===== src/hw/rtl/sacl_ram.sv =====
// Generic single-port synchronous RAM with a registered read.
// Stand-alone; used by set_assoc_cache_lru_model for the set rows.
`default_nettype none

module sacl_ram #(
  parameter int unsigned Width = 8,
  parameter int unsigned Depth = 16,
  parameter int unsigned AddrW = (Depth > 1) ? $clog2(Depth) : 1
) (
  input  wire logic             clk_i,
  input  wire logic             we_i,
  input  wire logic [AddrW-1:0] addr_i,
  input  wire logic [Width-1:0] wdata_i,
  output logic      [Width-1:0] rdata_o
);

  logic [Width-1:0] mem_q [Depth];
  logic [Width-1:0] rdata_q;

  // Write at the address, read the old contents into the output register.
  always_ff @(posedge clk_i) begin
    if (we_i) begin
      mem_q[addr_i] <= wdata_i;
    end
    rdata_q <= mem_q[addr_i];
  end

  assign rdata_o = rdata_q;

endmodule

`default_nettype wire


===== config.mk =====
export PLATFORM = sky130hd
export DESIGN_NAME = sacl_ram
export DESIGN_NICKNAME = d
export VERILOG_FILES = /design/src/hw/rtl/sacl_ram.sv
export SDC_FILE = /design/constraint.sdc
export NUM_CORES = 1
export LEC_CHECK = 0
export BUFFER_PORTS_ARGS = -buffer_cell sky130_fd_sc_hd__buf_2
export CORE_UTILIZATION = 60
export CTS_CLUSTER_DIAMETER = 100
export DETAILED_ROUTE_END_ITERATION = 7
export HOLD_SLACK_MARGIN = 0.05
export PLACE_DENSITY_LB_ADDON = 0.1
export RECOVER_POWER = 100
export SYNTH_ARGS = -nofsm -noshare
export SYNTH_HDL_FRONTEND = slang
export SYNTH_SLANG_ARGS = --single-unit
export TNS_END_PERCENT = 20

===== constraint.sdc =====
create_clock -name clk_i -period 2.17 [get_ports clk_i]
set_input_delay 0.1085 -clock clk_i [delete_from_list [all_inputs] [get_ports clk_i]]
set_output_delay 0.1085 -clock clk_i [all_outputs]
set_load 0.01 [all_outputs]

Word level (Yosys, flattened, before mapping)
Memory sizes are Yosys's and may differ from the RTL's. A register that Yosys moved wholly into a read port is not among the register bits.
Cells that the tools add are included.
Widths: inputs -> output; s select.
- input port bits: 14
- output and inout port bits: 8
- memories: 1
- logic and storage cells: 3
- RAM bits: 128
- register bits after elaboration: 0
- memory list (memory ; words ; bits a word ; read ports ; clocked after Yosys merged registers in ; write ports ; RTL line ; RTL):
    mem_q ; 16 ; 8 ; 1 ; 1 ; 1 ; 17 ; logic [Width-1:0] mem_q [Depth];
- multiplexer cells: 2
- operators by type and width (operator ; count):
    $mux 1 ; 2

Longest topological paths before layout
Gate-level depths: netlist of run 1.
- word-level depth: 2
- depth in mapped cells: 5
- mapped depth without buffers: 3

Least setup slack after synthesis of run 1
Ideal clock, no wire load.
- path type: in2reg
- start: in addr_i[2]
- end: mem mem_q[0][0] (enable)
- arrival: 1.218 ns
- library setup time: 0.383 ns
- slack: 0.568 ns
- stages on the path: 2
- data required time: 1.787 ns
- cell sequence: or3b_2 -> nor3_1
- RTL lines (item ; RTL line ; RTL):
    start, declared ; 12 ; input wire logic [AddrW-1:0] addr_i,
    end, declared ; 17 ;
Straight into the memory's write port.

Final worst setup path of run 1
- start: in addr_i[1]
- end: mem mem_q[10][1] (enable)
Straight into the memory's write port.

==> run_results.csv, run 1 <==
group,metric,value,unit
finish,layout.cells.most_common,"edfxtp_1",
global_routing,grt_max_degree,26,
global_routing,grt_first_pass_wirelength,14200,um
setup_path,required,2.32,ns
setup_path,critPathSlowestCell,"clkbuf_2",
finish,drive_gt1_share,25.3,%
setup_path,cp_max_fo,25,
logic_synthesis,synth-edff-count,128,
sta,clock.fmax,0.608,GHz
setup_path,r2r_setup_slack,0.81,ns
sta,finalSetupTns,0,ns
setup_path,crit_type,"primary input to flop",
sta,setup_viol,0,
setup_path,regToRegEndpoint,"rdata_o[2]",
clock_tree,numCtsBuffers,17,
logic_synthesis,synth_cells,230,
logic_synthesis,syn-num-nets,244,
clock_tree,htree_levels,4,
setup_path,cp.arrival,1.79,ns
sta,period_share,75.8,%
finish,regArea,4000,um2
sta,hold_viol,0,
clock_tree,clockRootBuffer,"clkbuf_8",
setup_path,path_cells,"clkbuf_1, clkbuf_2, nand2b_1, nor2_1, clkbuf_1",
pwr,clock_power_share,46.0,%
worst_hold_path,hold_depth,4,
worst_hold_path,hold_class,"primary input to flop",
placement,pre_cts_ws,0.493,ns
global_routing,overflow,0,
run,maxCapViolCount,0,
clock_tree,cts_max_path_buffers,2,
finish,multi_input_area,1000,um2
pwr,vdd_ir_drop_max,0.848,mV
global_routing,track_usage,24.0,%
setup_path,critPathMaxStageDelay,0.58,ns
logic_synthesis,synth_warnings,0,
routing,wl_per_cell,22.9,um
finish,final_cells,402,
pwr,seq_power_share,49.4,%
routing,drt_iter0_drc,198,
die,dieArea,8820,um2
global_routing,grt_util_met2,38.0,%
clock_tree,clkLatencyLatePin,0.51,ns
sta,worstMarginPinSlew,0.913,ns
routing,via_per_inst,5.98,
placement,dp_hpwl,5650,um
clock_tree,cts.clk_slew.worst_paths,0.06,ns
finish,final_cell_mix,"edfxtp_1 (128), mux4_2 (32), clkbuf_1 (28), a22oi_1 (16), clkbuf_16 (16)",
placement,io_buffers,21,
finish,area_delta_synth_final,18.1,%
setup_path,r2r_start,"mem_q[3][2]",
worst_hold_path,hold_start,"addr_i[3]",
finish,antenna_cells,0,
setup_path,startpoint_type,"primary input",
logic_synthesis,ys_seq_elements,136,
routing,route.detailed.drc,0,
setup_path,ff2ff_path_depth,3,
die,die_w,93.9,um
routing,drt_first_pass_iters,4,
placement,dp.cells,362,
global_routing,grtUsageMet1,33.3,%
clock_tree,clkSinkCount,136,
sta,rsz0062_at_grt,"no",
sta,drv_slew,0,
sta,fin_ws,0.526,ns
global_routing,grt_most_used_layer,"met2",
logic_synthesis,synth_area,5070,um2
pwr,combPwrFrac,4.6,%
logic_synthesis,synth_ff_type,"edfxtp_1",
routing,drt_wl_total,9230,um
global_routing,grt_pass1_vias,2475,
setup_path,crit_family,"buffers and inverters",
setup_path,setup.worst_path.start,"addr_i[1]",
status,status,"finished, final reports clean",
finish,fill_cells,495,
global_routing,antenna_found_initial,0,
clock_tree,cts_tree,"built",
routing,route.antenna.remaining_nets,0,
pwr,switchingPower,1.25,mW
logic_synthesis,yosysSeqAreaShare,79.0,%
sta,fin_skew,0.00824,ns
logic_synthesis,ys_async_sr_fraction,0,%
pwr,power_density,999,nW/um2
finish,layout.nets,298,
global_routing,grtUsageMet3,6.31,%
worst_hold_path,hold_path_end,"rdata_o[1]",
die,chipHeight,93.9,um
sta,min_period,1.64,ns
pwr,p_sw_share,20.9,%
die,coreArea,8180,um2
pwr,power.leakage,1.93,nW
pwr,intPower,4.73,mW
routing,vias,2405,
setup_path,end_kind,"flop",
die,boundaryPins,22,
setup_path,cpMostUsedCell,"clkbuf_1",
sta,slew_headroom,38.9,%
logic_synthesis,ys_types,18,
clock_tree,postCtsSetupBuffers,0,
die,num_rows,33,
pwr,finalPower,5.98,mW
setup_path,crit_buf_inv,3,
clock_tree,cts_resized,0,
logic_synthesis,synth.avg_cell_area,22.0,um2
die,initial_core_util,62.0,%
placement,routabilityCongestion,0.721,
clock_tree,postCtsHoldBufs,8,
kinds of logic after synthesis:
kind of cell / Yosys count / share of synthesized area [%]
compound gates: 16 / 2.37
buf+inv: 11 / 1.19
flops: 136 / 79.0
mux: 32 / 14.2
simple gates: 35 / 3.21
worst max path at each step:
stage	endpoint	slack, ns	cells after the start
CTS	rdata_o[2]	0.81	3
detailed placement	rdata_o[0]	0.49	5
floorplan	mem_q[0][0]	0.57	2
global placement	rdata_o[7]	0.48	5
global route	rdata_o[5]	0.40	5
finish	mem_q[10][1]	0.53	5
tightest hold or removal path, cell delays in order:
cell and delay (ns):
buf_2 0.15, nor2b_1 0.17, a22oi_1 0.21, nand2_1 0.07
flip-flops by register name, summed over array words and instances, names as in the netlist:
name     flops
rdata_o      8
mem_q      128
synthesized netlist by cell type, types with 2 or more instances:
cell type / n / share of area (%)
buf_2: 2 / 0.20
nand3b_1: 2 / 0.30
edfxtp_1: 128 / 76
a22oi_1: 16 / 2.4
nand2_1: 9 / 0.67
buf_6: 2 / 0.44
mux4_2: 32 / 14
clkbuf_1: 2 / 0.15
nor2_1: 13 / 0.96
dfxtp_1: 8 / 3.2
nor2b_1: 2 / 0.25
nor3_1: 4 / 0.40
buf_1: 4 / 0.30
nand2b_1: 2 / 0.25
stage by stage:
step | instance area (um2) | hold WS (ns) | util [%]
global placement | 5380 | 0.495 | 65.9
detailed placement | 5380 | 0.501 | 65.9
finish | 5990 | 0.251 | 73.2
global route | 5990 | 0.272 | 73.2
floorplan | 5070 | 0.207 | -
CTS | 6040 | 0.231 | 73.9
layer usage:
metal / routed length (um) / up-vias / part of all wire [%]
met5: 0 / - / 0
met4: 93 / 0 / 1.0
met3: 544 / 11 / 5.9
met2: 4690 / 87 / 51
met1: 3900 / 1233 / 42
li1: - / 1074 / -
cell type report:
class                      instances  share of cell area (%)
timing repair buffer              46                    4.45
clock inverter                    13                    2.49
tap                              105                    2.19
multi-input combinational         83                    16.8
sequential                       136                    66.9
clock buffer                      19                    7.21
power groups by stage:
stage               clock, mW  sequential (mW)  combinational [mW]
floorplan                   0             3.01               0.151
global placement            0             3.00               0.272
detailed placement          0             3.01               0.276
CTS                      2.77             2.95               0.289
global route             2.90             2.96               0.299
finish                   2.75             2.95               0.275
No activity file was read; power rests on OpenSTA's default activity.
==> inputs of run 2 (changes only) <==
Settings changed: ABC_AREA set to 1, CORE_UTILIZATION 60 to 55.
Clock period 2.17 ns to 1.5 ns, I/O delays scaled along.
==> run_results.csv, run 2 <==
group,metric,value,unit
logic_synthesis,synth-edff-count,128,
finish,fill_cells,790,
routing,drt_wl_total,12600,um
placement,routabilityCongestion,0.820,
pwr,intPower,7.08,mW
finish,layout.cells.most_common,"nand2_1",
clock_tree,htree_levels,4,
global_routing,grt_pass1_vias,3596,
finish,final_cell_mix,"nand2_1 (346), edfxtp_1 (128), clkbuf_1 (38), inv_1 (22), nor2_1 (18)",
sta,min_period,1.22,ns
clock_tree,numCtsBuffers,17,
logic_synthesis,synth_cells,548,
routing,route.detailed.drc,0,
sta,slew_headroom,35.0,%
pwr,power.leakage,2.77,nW
sta,drv_slew,0,
logic_synthesis,ys_types,11,
pwr,vdd_ir_drop_max,1.12,mV
routing,route.antenna.remaining_nets,0,
clock_tree,cts.clk_slew.worst_paths,0.06,ns
global_routing,antenna_found_initial,0,
clock_tree,clockRootBuffer,"clkbuf_8",
clock_tree,clkSinkCount,136,
setup_path,end_kind,"flop",
logic_synthesis,synth_area,5590,um2
pwr,combPwrFrac,5.9,%
setup_path,cp.arrival,1.38,ns
routing,wl_per_cell,16.8,um
run,maxCapViolCount,0,
pwr,power_density,1370,nW/um2
placement,io_buffers,21,
die,dieArea,10600,um2
finish,antenna_cells,0,
sta,fin_skew,0.00658,ns
sta,worstMarginPinSlew,0.974,ns
logic_synthesis,yosysSeqAreaShare,71.6,%
setup_path,cp_max_fo,11,
clock_tree,cts_max_path_buffers,2,
die,chipHeight,103,um
finish,drive_gt1_share,6.50,%
worst_hold_path,hold_class,"primary input to flop",
setup_path,startpoint_type,"primary input",
finish,largest_reg_flops,128,
finish,regMostFlops,"mem_q",
logic_synthesis,synthTopCellsByArea,"edfxtp_1 (69%), nand2_1 (23%), dfxtp_1 (2.9%)",
status,status,"finished, final reports clean",
global_routing,grt_max_degree,41,
logic_synthesis,ys_async_sr_fraction,0,%
die,boundaryPins,22,
sta,period_share,81.4,%
setup_path,cpMostUsedCell,"clkbuf_1",
pwr,finalPower,8.93,mW
die,initial_core_util,57.0,%
routing,vias,3801,
die,coreArea,9820,um2
global_routing,grt_first_pass_wirelength,19400,um
clock_tree,clkLatencyLatePin,0.52,ns
sta,setup_viol,0,
logic_synthesis,ys_seq_elements,136,
setup_path,crit_type,"primary input to flop",
placement,dp_hpwl,7700,um
logic_synthesis,synth_commonest_cells,"nand2_1 (346), edfxtp_1 (128), inv_1 (21)",
global_routing,overflow,0,
global_routing,track_usage,26.4,%
die,num_rows,36,
pwr,p_sw_share,20.7,%
setup_path,path_cells,"clkbuf_1, nand3_1, nor2_1, clkbuf_1",
finish,area_delta_synth_final,17.0,%
sta,hold_viol,0,
setup_path,critPathMaxStageDelay,0.44,ns
pwr,switchingPower,1.85,mW
clock_tree,postCtsSetupBuffers,0,
routing,via_per_inst,5.08,
logic_synthesis,yosysTopAreaCell,"edfxtp_1",
logic_synthesis,yosysTopAreaCellShare,68.7,%
sta,rsz0062_at_grt,"no",
clock_tree,cts_tree,"built",
logic_synthesis,yosysMostFrequentCell,"nand2_1",
pwr,clock_power_share,46.1,%
sta,clock.fmax,0.819,GHz
setup_path,required,1.66,ns
logic_synthesis,synth.avg_cell_area,10.2,um2
die,die_w,103,um
routing,drt_first_pass_iters,5,
logic_synthesis,synth_ff_type,"edfxtp_1",
finish,layout.nets,616,
logic_synthesis,synth_warnings,0,
sta,finalSetupTns,0,ns
routing,drt_iter0_drc,352,
logic_synthesis,syn-num-nets,562,
setup_path,critPathSlowestCell,"clkbuf_1",
pwr,seq_power_share,47.9,%
-- run 2: cells by family (layout without fill, tap and decap cells) --
kind of cell  after synthesis  count (layout)  synth area share [%]
buf+inv                    44             111                  3.62
simple gates              368             368                  24.8
flops                     136             136                  71.6
-- run 2: stage by stage --
step / cells / hold slack [ns] / area, um2 / utilization [%] / setup WS, ns
global route: 748 / 0.159 / 6540 / 66.6 / 0.211
global placement: 708 / 0.472 / 5960 / 60.7 / 0.213
CTS: 748 / 0.0976 / 6630 / 67.5 / 0.395
detailed placement: 708 / 0.469 / 5960 / 60.7 / 0.193
floorplan: 548 / 0.174 / 5590 / - / 0.0478
finish: 748 / 0.133 / 6540 / 66.6 / 0.279
-- run 2: cell type report --
type | instances | area, um2 | share of cell area (%)
clock buffer | 22 | 433 | 6.62
sequential | 136 | 4000 | 61.2
clock inverter | 10 | 151 | 2.31
timing repair buffer | 56 | 317 | 4.84
tap | 133 | 166 | 2.54
inverter | 23 | 86.3 | 1.32
multi-input combinational | 368 | 1390 | 21.2
-- run 2: worst max-delay path, delay by kind of cell --
kind	cells	cell delay, ns
and+or+nand+nor	2	0.50
buffers and inverters	2	0.80
-- run 2: layer usage --
metal | up-vias | part of all wire (%) | GRT usage (%)
met1 | 1804 | 45 | 37.0
met2 | 117 | 48 | 40.5
met4 | 0 | 1.6 | 11.2
met5 | - | 0 | 0
met3 | 21 | 5.4 | 5.42
li1 | 1859 | - | -
-- run 2: path summary, 6_finish.rpt --
| kind | start | end | slack [ns] | depth (start not counted) |
|---|---|---|---|---|
| worst max-delay path | addr_i[1] | mem_q[11][6] | 0.28 | 4 |
| worst min-delay path | addr_i[3] | rdata_o[0] | 0.13 | 7 |
| worst max register to register | mem_q[1][4] | rdata_o[4] | 0.48 | 8 |
| worst min register to register | mem_q[0][3] | rdata_o[3] | 0.70 | 8 |
-- run 2: timing repair --
item,CTS,global route
gates resized for setup,0,0
hold buffers,8,0
endpoints found under the hold margin,128,0
endpoints found under the setup margin,0,0
-- run 2: power groups by stage --
stage | registers (mW) | logic (mW) | clock network, mW
3_3_place_gp | 4.36 | 0.525 | 0
2_1_floorplan | 4.36 | 0.293 | 0
4_1_cts | 4.28 | 0.548 | 4.16
6_report | 4.28 | 0.531 | 4.12
5_1_grt | 4.29 | 0.597 | 4.31
3_5_place_dp | 4.36 | 0.527 | 0
